### src/design/ttio_pkg.sv
package ttio_pkg;

	// Default sizes
	localparam int LINE_CHARS_DEF  = 64;
	localparam int STORE_CHARS_DEF = 2048;
	localparam int KEY_DEPTH_DEF   = 1024;

	// Stream widths
	localparam int IN_TDATA_W  = 32;
	localparam int IN_TUSER_W  = 2;
	localparam int OUT_TDATA_W = 16;
	localparam int FIDX_W      = 11;

	// Item kinds
	localparam logic [1:0] KIND_WRITE = 2'd0;
	localparam logic [1:0] KIND_READ  = 2'd1;
	localparam logic [1:0] KIND_KEY   = 2'd2;
	localparam logic [1:0] KIND_FETCH = 2'd3;

	// Port numbers
	localparam logic [7:0] PORT_MODE = 8'd1;
	localparam logic [7:0] PORT_OP   = 8'd2;
	localparam logic [7:0] PORT_TEXT = 8'd3;
	localparam logic [7:0] PORT_KEY  = 8'd4;
	localparam logic [7:0] PORT_BANK = 8'd10;

	// Text operation codes
	localparam logic [7:0] OP_APPEND  = 8'd0;
	localparam logic [7:0] OP_DELETE  = 8'd1;
	localparam logic [7:0] OP_NEWLINE = 8'd2;
	localparam logic [7:0] OP_CLEAR   = 8'd3;

	// Character codes
	localparam logic [7:0] FILL_CODE  = 8'd95;
	localparam logic [7:0] ASCII_MASK = 8'h7F;
	localparam logic [7:0] CHAR_BASE  = 8'd32;
	localparam logic [2:0] BANK_MASK  = 3'b111;

	// Controller to datapath
	typedef struct packed {
		logic take;
		logic exec;
		logic del_rd;
		logic del_wr;
		logic nl_step;
		logic clr_step;
		logic wipe;
		logic finish;
	} ttio_cmd_t;

	// Datapath to controller
	typedef struct packed {
		logic wipe_last;
		logic del_start;
		logic nl_start;
		logic nl_last;
		logic clr_start;
		logic cursor_zero;
		logic del_more;
		logic out_free;
	} ttio_sts_t;

endpackage

### src/design/ttio_ctrl.sv
module ttio_ctrl import ttio_pkg::*; (
	input  logic      clk,
	input  logic      arst_n,
	input  logic      in_valid,
	output logic      in_ready,
	input  ttio_sts_t sts,
	output ttio_cmd_t cmd
);

	localparam logic [2:0] ST_WIPE   = 3'd0;
	localparam logic [2:0] ST_IDLE   = 3'd1;
	localparam logic [2:0] ST_EXEC   = 3'd2;
	localparam logic [2:0] ST_DEL_RD = 3'd3;
	localparam logic [2:0] ST_DEL_WR = 3'd4;
	localparam logic [2:0] ST_NL     = 3'd5;
	localparam logic [2:0] ST_CLR    = 3'd6;
	localparam logic [2:0] ST_DONE   = 3'd7;

	logic [2:0] state_q;
	logic [2:0] state_d;

	assign in_ready = (state_q == ST_IDLE);

	// Next state and commands
	always_comb begin
		state_d = state_q;
		cmd     = '0;
		unique case (state_q)
			ST_WIPE: begin
				cmd.wipe = 1'b1;
				if (sts.wipe_last) state_d = ST_IDLE;
			end
			ST_IDLE: begin
				if (in_valid) begin
					cmd.take = 1'b1;
					state_d  = ST_EXEC;
				end
			end
			ST_EXEC: begin
				cmd.exec = 1'b1;
				priority if (sts.del_start) begin
					state_d = ST_DEL_RD;
				end else if (sts.nl_start) begin
					state_d = sts.nl_last ? ST_DONE : ST_NL;
				end else if (sts.clr_start) begin
					state_d = ST_CLR;
				end else begin
					state_d = ST_DONE;
				end
			end
			ST_DEL_RD: begin
				cmd.del_rd = 1'b1;
				state_d    = ST_DEL_WR;
			end
			ST_DEL_WR: begin
				cmd.del_wr = 1'b1;
				state_d    = sts.del_more ? ST_DEL_RD : ST_DONE;
			end
			ST_NL: begin
				cmd.nl_step = 1'b1;
				if (sts.nl_last) state_d = ST_DONE;
			end
			ST_CLR: begin
				if (sts.cursor_zero) begin
					state_d = ST_DONE;
				end else begin
					cmd.clr_step = 1'b1;
				end
			end
			ST_DONE: begin
				if (sts.out_free) begin
					cmd.finish = 1'b1;
					state_d    = ST_IDLE;
				end
			end
			default: state_d = ST_IDLE;
		endcase
	end

	always_ff @(posedge clk or negedge arst_n) begin
		if (!arst_n) begin
			state_q <= ST_WIPE;
		end else begin
			state_q <= state_d;
		end
	end

endmodule

### config.mk
export PLATFORM = sky130hd
export DESIGN_NAME = ttio_ctrl
export DESIGN_NICKNAME = d
export VERILOG_FILES = /design/src/design/ttio_pkg.sv /design/src/design/ttio_ctrl.sv
export SDC_FILE = /design/constraint.sdc
export NUM_CORES = 1
export LEC_CHECK = 0
export ABC_AREA = 1
export BUFFER_PORTS_ARGS = -buffer_cell sky130_fd_sc_hd__buf_2
export CAP_MARGIN = 20
export CORE_AREA = 2 2 39 41
export DETAILED_ROUTE_END_ITERATION = 12
export DIE_AREA = 0 0 41 43
export HOLD_SLACK_MARGIN = 0.03
export SKIP_CTS_REPAIR_TIMING = 1
export SLEW_MARGIN = 5
export SYNTH_ARGS = -nofsm -noshare
export SYNTH_HDL_FRONTEND = slang
export SYNTH_SLANG_ARGS = --single-unit
### constraint.sdc
create_clock -name clk -period 2.15 [get_ports clk]
set_clock_uncertainty 0.1 [all_clocks]
set_input_delay 0.1075 -clock clk [delete_from_list [all_inputs] [get_ports clk]]
set_output_delay 0.1075 -clock clk [all_outputs]
set_load 0.05 [all_outputs]
### Yosys cells after proc, flatten, opt, wreduce, memory -nomap -nowiden

Index checks and enable logic that the tools add are counted.

| operators by class | value |
|---|---|
| reductions and logical operators | 2 |
| muxes and demuxes | 22 |
| equal/unequal tests | 12 |

Operator list:

| operator | number |
|---|---|
| 3-bit 2-to-1 mux | 8 |
| 3-bit one-hot mux with 8 select lines | 1 |
| 3-bit == test (second input constant) | 4 |
| 1-bit 2-to-1 mux | 12 |
| 2-bit != test (second input constant) | 5 |
| 3-bit by 2-bit == test with 1-bit output (second input constant) | 2 |
| 5-bit AND reduction | 1 |
| 3-bit by 1-bit == test with 1-bit output (second input constant) | 1 |
| 3-bit zero test | 1 |
| 2-bit 2-to-1 mux | 1 |

| word-level totals | value |
|---|---|
| output and inout bits | 9 |
| logic and storage cells | 37 |
| bits of input ports | 11 |
| register bits after elaboration | 3 |

### Depth between registers and ports, before layout

Gate-level depths: netlist (run 1).

| logic depth | value |
|---|---|
| word-level depth | 4 |
| depth in mapped cells | 8 |

### Least setup slack after synthesis (run 1)

OpenSTA, ideal clock, no wires.

| timing | value |
|---|---|
| path type | register to output |
| start point | register state_q[1] |
| end point | output cmd[7] in the netlist's numbering |
| arrival time | 1,703 ps |
| cell stages (with the launch flop) | 5 |
| setup slack | 240 ps |
| buffers on the path | 1 |
| required time | 1,942 ps |
| cells stage by stage | dfrtp_1 -> buf_6 -> inv_2 -> nand2_1 -> nor3_1 |

RTL lines:

| element | line | RTL |
|---|---|---|
| from (decl) | ttio_ctrl.sv:19 | `logic [2:0] state_q;` |
| from (signal assigned) | ttio_ctrl.sv:84 | `state_q <= state_d;` |
| to (decl) | ttio_ctrl.sv:7 | `output ttio_cmd_t cmd` |

==> results.toml, run 1 <==
[setup_path]
worst-setup-path-type = "flop to output pin"
worst-path-max-fanout = 12
start_kind = "flop"
reg2reg_from = "state_q[2]$_DFFE_PN0P_"
crit_chain = "inv_1 > nor3_1 > buf_2"
path_delay_family = "flip-flops"
max_stage_delay_ns = 0.62
r2r_end = "state_q[0]$_DFFE_PN0P_"
cp_slowest_cell = "dfrtp_1"
cp.required_ns = 1.94
crit_arrival_ns = 1.52
setup.worst_path.end_class = "output pin"
worst-r2r-cell-count = 7
r2r_slack_ns = 0.56
crit_buf_inv = 2

[detailed_routing]
vias = 476
antenna_left = 0
first_iter_violations = 7
avgViaCountPerCell = 4.53
routedWlPerCell_um = 8.30
drc_errors = 0
first_pass_iters = 4
wirelength_um = 871

[logic_synthesis]
synth_edf_count = 0
synth_commonest_cells = "15 x nand2_1, 12 x inv_1, 9 x nand3_1, 8 x nor2_1, 4 x nor2_2"
yosys.cell_count.top_type = "nand2_1"
yosys.area.top_type_share_pct = 18.0
synth.net_count = 79
synth_mux_area_share_pct = 0
synth.distinct_cells = 16
ys_ff_latch = 3
synth_area_um2 = 418
synth_compound_area_share_pct = 1.20
synth_area_leaders = "dfrtp_1 18%, nand2_1 13%, nand3_1 11%"
yosysWarnings = 0
synth_top_family_by_area = "simple AND/OR/NAND/NOR gates"
synth_fa_ha_area_share_pct = 0
synth_cells = 68
synth_xor_area_share_pct = 0
async_flop_share_pct = 100
synth_largest_area_cell = "dfrtp_1"
yosysSeqAreaShare_pct = 18.0
syn_avg_cell_area_um2 = 6.15
synth_ff_type = "dfrtp_1"
synthSimpleGateAreaFrac_pct = 60.2

[clock_network]
cts_root_buf = "clkbuf_4"
cts_made_buffers = 3
cts_tree = "done"
h-tree-depth = 1
cts.clk_slew.worst_paths_ns = 0.03
numClockSinks = 3
clockBufferDepth = 2
clkLatencyLatePin_ns = 0.23

[flow_run]
timing.max_cap.violations = 0

[final_layout]
diodes = 0
drive_gt1_share_pct = 37.1
instances_no_fill = 105
top_regs = "state_q (3)"
multi_input_area_um2 = 256
nFillCells = 160
nets = 101
largest_reg_flops = 3
regMostFlops = "state_q"
seq_area_um2 = 75.1
area_growth_pct = 28.1

[placed_design]
post-place-ws_ns = 0.575
gp_congestion = 0.832
numPortBuffers = 19
dpl.hpwl_um = 736
dp_cells = 100

[timing]
tns_ns = 0
fmax_ghz = 0.579
hold_viol = 0
slew_violations = 0
setup_ws_ns = 0.422
rsz0062_at_grt = "no"
max-slew-margin-rel_pct = 66.5
setup_violations = 0
min_period_ns = 1.73
worstMarginPinSlew_ns = 0.503
finalCritPeriodShare_pct = 80.4

[pwr]
p_total_uw = 895
p_comb_share_pct = 66.9
seq_power_share_pct = 22.2
p_int_uw = 332
powerDensity_mw_per_mm2 = 1670
swShare_pct = 62.9
power_frac_clock_pct = 10.9
ir_worst_vdd_uv = 530
leakage_nw = 0.341
p_sw_uw = 563

[floorplanning]
std_cell_rows = 14
die_x_um = 41
coreArea_mm2 = 0.00138
die_area_mm2 = 0.00176
start_util_pct = 30.2
die_h_um = 43
pin_count = 20

[status]
status = "finished, final reports clean"

[global_routing]
grt_use_total_pct = 11.7
grt_pass1_vias = 399
grt-ovfl-total = 0
grt_max_degree = 14
antenna_found_initial = 0
grt_pass1_wl_um = 1430

[min_path]
hold_path.class = "primary input to asynchronous set/reset pin"
power groups by stage:
| stage | Sequential, mW | Combinational, mW | Clock (mW) |
|---|---|---|---|
| 2_1_floorplan | 0.113 | 0.623 | 0 |
| 3_3_place_gp | 0.198 | 0.603 | 0 |
| 3_5_place_dp | 0.200 | 0.602 | 0 |
| 4_1_cts | 0.197 | 0.604 | 0.101 |
| 5_1_grt | 0.210 | 0.668 | 0.111 |
| 6_report | 0.199 | 0.599 | 0.0972 |
layer usage:
metal | global-route usage (%) | share of wire, % | vias up
met5 | 0 | 0 | -
met4 | 7.33 | 2.0 | 0
met3 | 2.09 | 3.6 | 2
met2 | 18.4 | 48 | 10
met1 | 13.5 | 47 | 208
li1 | - | - | 256
logic make-up after synthesis:
kind of cell    after synthesis
flops                         3
buf+inv                      17
compound gates                1
simple gates                 47
layout make-up:
| class | instances | share of cell area [%] |
|---|---|---|
| Inverter | 14 | 9.81 |
| Tap cell | 16 | 3.74 |
| Multi-Input combinational cell | 48 | 47.9 |
| Sequential cell | 3 | 14.0 |
| Timing Repair Buffer | 20 | 19.6 |
| Clock buffer | 4 | 4.91 |
worst max path at each step:
stage                           startpoint                      to  slack [ns]  cells after the start
floorplan           state_q[1]$_DFFE_PN0P_                  cmd[7]        0.24                      4
global placement    state_q[2]$_DFFE_PN0P_  state_q[2]$_DFFE_PN0P_        0.54                      7
detailed placement  state_q[2]$_DFFE_PN0P_  state_q[0]$_DFFE_PN0P_        0.58                      7
CTS                 state_q[2]$_DFFE_PN0P_                  cmd[4]        0.43                      3
global route        state_q[2]$_DFFE_PN0P_                  cmd[4]        0.30                      3
finish              state_q[2]$_DFFE_PN0P_                  cmd[4]        0.42                      3
cells in the final DEF (no fill, tap or decap):
cell           instances
nor2_1                 8
nand3b_1               1
inv_2                  2
nor3_2                 1
nand4_1                2
inv_1                 12
nor3_1                 3
nand4_2                1
buf_2                 19
dlygate4sd3_1          1
clkbuf_1               1
nand3_1                9
nand3_4                1
nand2_1               15
clkbuf_4               3
nand3_2                2
a21oi_1                1
nor2_2                 4
dfrtp_1                3
per-stage QoR:
| step | hold WS, ns | util [%] | instance area (um2) |
|---|---|---|---|
| floorplan | -0.288 | - | 418 |
| global placement | -0.196 | 36.1 | 499 |
| detailed placement | -0.197 | 36.1 | 499 |
| CTS | -0.442 | 38.0 | 526 |
| global route | 0.102 | 38.7 | 536 |
| finish | 0.0999 | 38.7 | 536 |
No activity file was read; power rests on OpenSTA's default activity.
==> run 2: changes to the inputs <==
==> constraint.sdc (replaced) <==
create_clock -name clk -period 1.65 [get_ports clk]
set_clock_uncertainty 0.1 [all_clocks]
set_input_delay 0.0825 -clock clk [delete_from_list [all_inputs] [get_ports clk]]
set_output_delay 0.0825 -clock clk [all_outputs]
set_load 0.05 [all_outputs]
==> run 2 against run 1 <==
Non-clock buffer count rose by 2. Global-route usage rose by 0.51 points. Sequential share of layout area down 0.70 points. Critical path type unchanged. Highest routed layer unchanged.
==> results.toml, run 2 (synthesis results as in run 1) <==
[floorplanning]
coreArea_mm2 = 0.00138
die_x_um = 41
die_area_mm2 = 0.00176
pin_count = 20
die_h_um = 43
start_util_pct = 30.2
std_cell_rows = 14

[flow_run]
timing.max_cap.violations = 0

[setup_path]
crit_arrival_ns = 1.36
max_stage_delay_ns = 0.49
cp.required_ns = 1.47
crit_chain = "inv_2 > nand2_1 > nor2_1 > buf_2"
r2r_slack_ns = 0.30
crit_buf_inv = 2
setup.worst_path.end_class = "output pin"
worst-setup-path-type = "flop to output pin"
cp_slowest_cell = "dfrtp_1"
worst-path-max-fanout = 10
start_kind = "flop"
path_delay_family = "flip-flops"

[detailed_routing]
wirelength_um = 951
avgViaCountPerCell = 4.42
routedWlPerCell_um = 8.89
first_iter_violations = 11
antenna_left = 0
drc_errors = 0
first_pass_iters = 4
vias = 473

[timing]
min_period_ns = 1.54
hold_slack_ns = 0.0678
hold_viol = 0
worstMarginPinSlew_ns = 0.358
fmax_ghz = 0.650
setup_violations = 0
max-slew-margin-rel_pct = 76.2
slew_violations = 0
tns_ns = 0
finalCritPeriodShare_pct = 93.3
rsz0062_at_grt = "no"

[placed_design]
numPortBuffers = 19
gp_congestion = 0.830
dp_cells = 102
dpl.hpwl_um = 790

[global_routing]
grt_pass1_wl_um = 1500
gr-max-usage-layer = "met2"
use_met3_pct = 1.57
grt_max_degree = 11
grt-ovfl-total = 0
use_met2_pct = 21.6
grt_use_total_pct = 12.2
use_met1_pct = 12.9
grt_pass1_vias = 423
antenna_found_initial = 0

[clock_network]
cts_root_buf = "clkbuf_4"
h-tree-depth = 1
cts.clk_slew.worst_paths_ns = 0.04
cts_made_buffers = 3
clockBufferDepth = 2
clkLatencyLatePin_ns = 0.23
numClockSinks = 3
cts_tree = "done"

[final_layout]
area_growth_pct = 37.1
nets = 103
instances_no_fill = 107
nFillCells = 144
top_regs = "state_q (3)"
final_common_cell = "buf_2"
largest_reg_flops = 3
regMostFlops = "state_q"
drive_gt1_share_pct = 42.9
diodes = 0
seq_area_um2 = 76.3
final_cell_mix = "18 x buf_2, 15 x nand2_1, 12 x inv_1"
multi_input_area_um2 = 275

[pwr]
leakage_nw = 0.353
powerDensity_mw_per_mm2 = 2180
ir_worst_vdd_uv = 595

[status]
status = "finished, final reports clean"

[min_path]
hold_path.class = "primary input to asynchronous set/reset pin"
-- run 2: cell count changes in the layout (fill, tap and decap cells not counted), sizes merged --
cell / previous run / this run
clkbuf: 4 / 5
buf: 19 / 20
-- run 2: worst reg2reg max path: cells and delay by family (launching register included) --
family                 cells  cell delay [ns]
buffers and inverters      1             0.20
and+or+nand+nor            6             0.52
DFF                        1             0.42
-- run 2: worst paths after layout --
path | depth (start not counted) | endpoint | from
setup / recovery | 4 | in_ready | state_q[1]$_DFFE_PN0P_
hold reg to reg | 2 | state_q[2]$_DFFE_PN0P_ | state_q[2]$_DFFE_PN0P_
hold / removal | 2 | state_q[1]$_DFFE_PN0P_ | arst_n
setup reg to reg | 7 | state_q[2]$_DFFE_PN0P_ | state_q[2]$_DFFE_PN0P_
min in group clk | 4 | state_q[1]$_DFFE_PN0P_ | sts[0]
max in group asynchronous | 2 | state_q[0]$_DFFE_PN0P_ | arst_n
-- run 2: area by class of cell --
cell class	instances	area share [%]
timing repair buffer	22	21.4
tap	16	3.49
sequential	3	13.3
inverter	14	9.17
multi-input combinational	48	48.0
clock buffer	4	4.59
-- run 2: report_power, final --
part | leakage [nW] | total [mW] | switching (mW) | internal, mW
registers | 0.0348 | 0.207 | 0.0881 | 0.119
logic | 0.303 | 0.914 | 0.643 | 0.270
clock network | 0.0150 | 0.128 | 0.0375 | 0.0906
total | 0.353 | 1.25 | 0.769 | 0.480
-- run 2: stage by stage --
| stage | util, % | power [mW] | cell area (um2) | worst slack (ns) |
|---|---|---|---|---|
| after floorplan | - | 0.994 | 437 | 0.129 |
| after global placement | 38.5 | 1.13 | 533 | 0.280 |
| after detailed placement | 38.5 | 1.12 | 533 | 0.283 |
| after CTS | 40.4 | 1.25 | 559 | 0.0232 |
| after global routing | 41.4 | 1.36 | 573 | 0.0171 |
| final | 41.4 | 1.25 | 573 | 0.111 |
-- run 2: per-layer routing --
layer  up-vias  share of wire, %
met5         -                 0
met2        11                49
met4         0               1.8
met1       202                45
li1        258                 -
met3         2               4.0
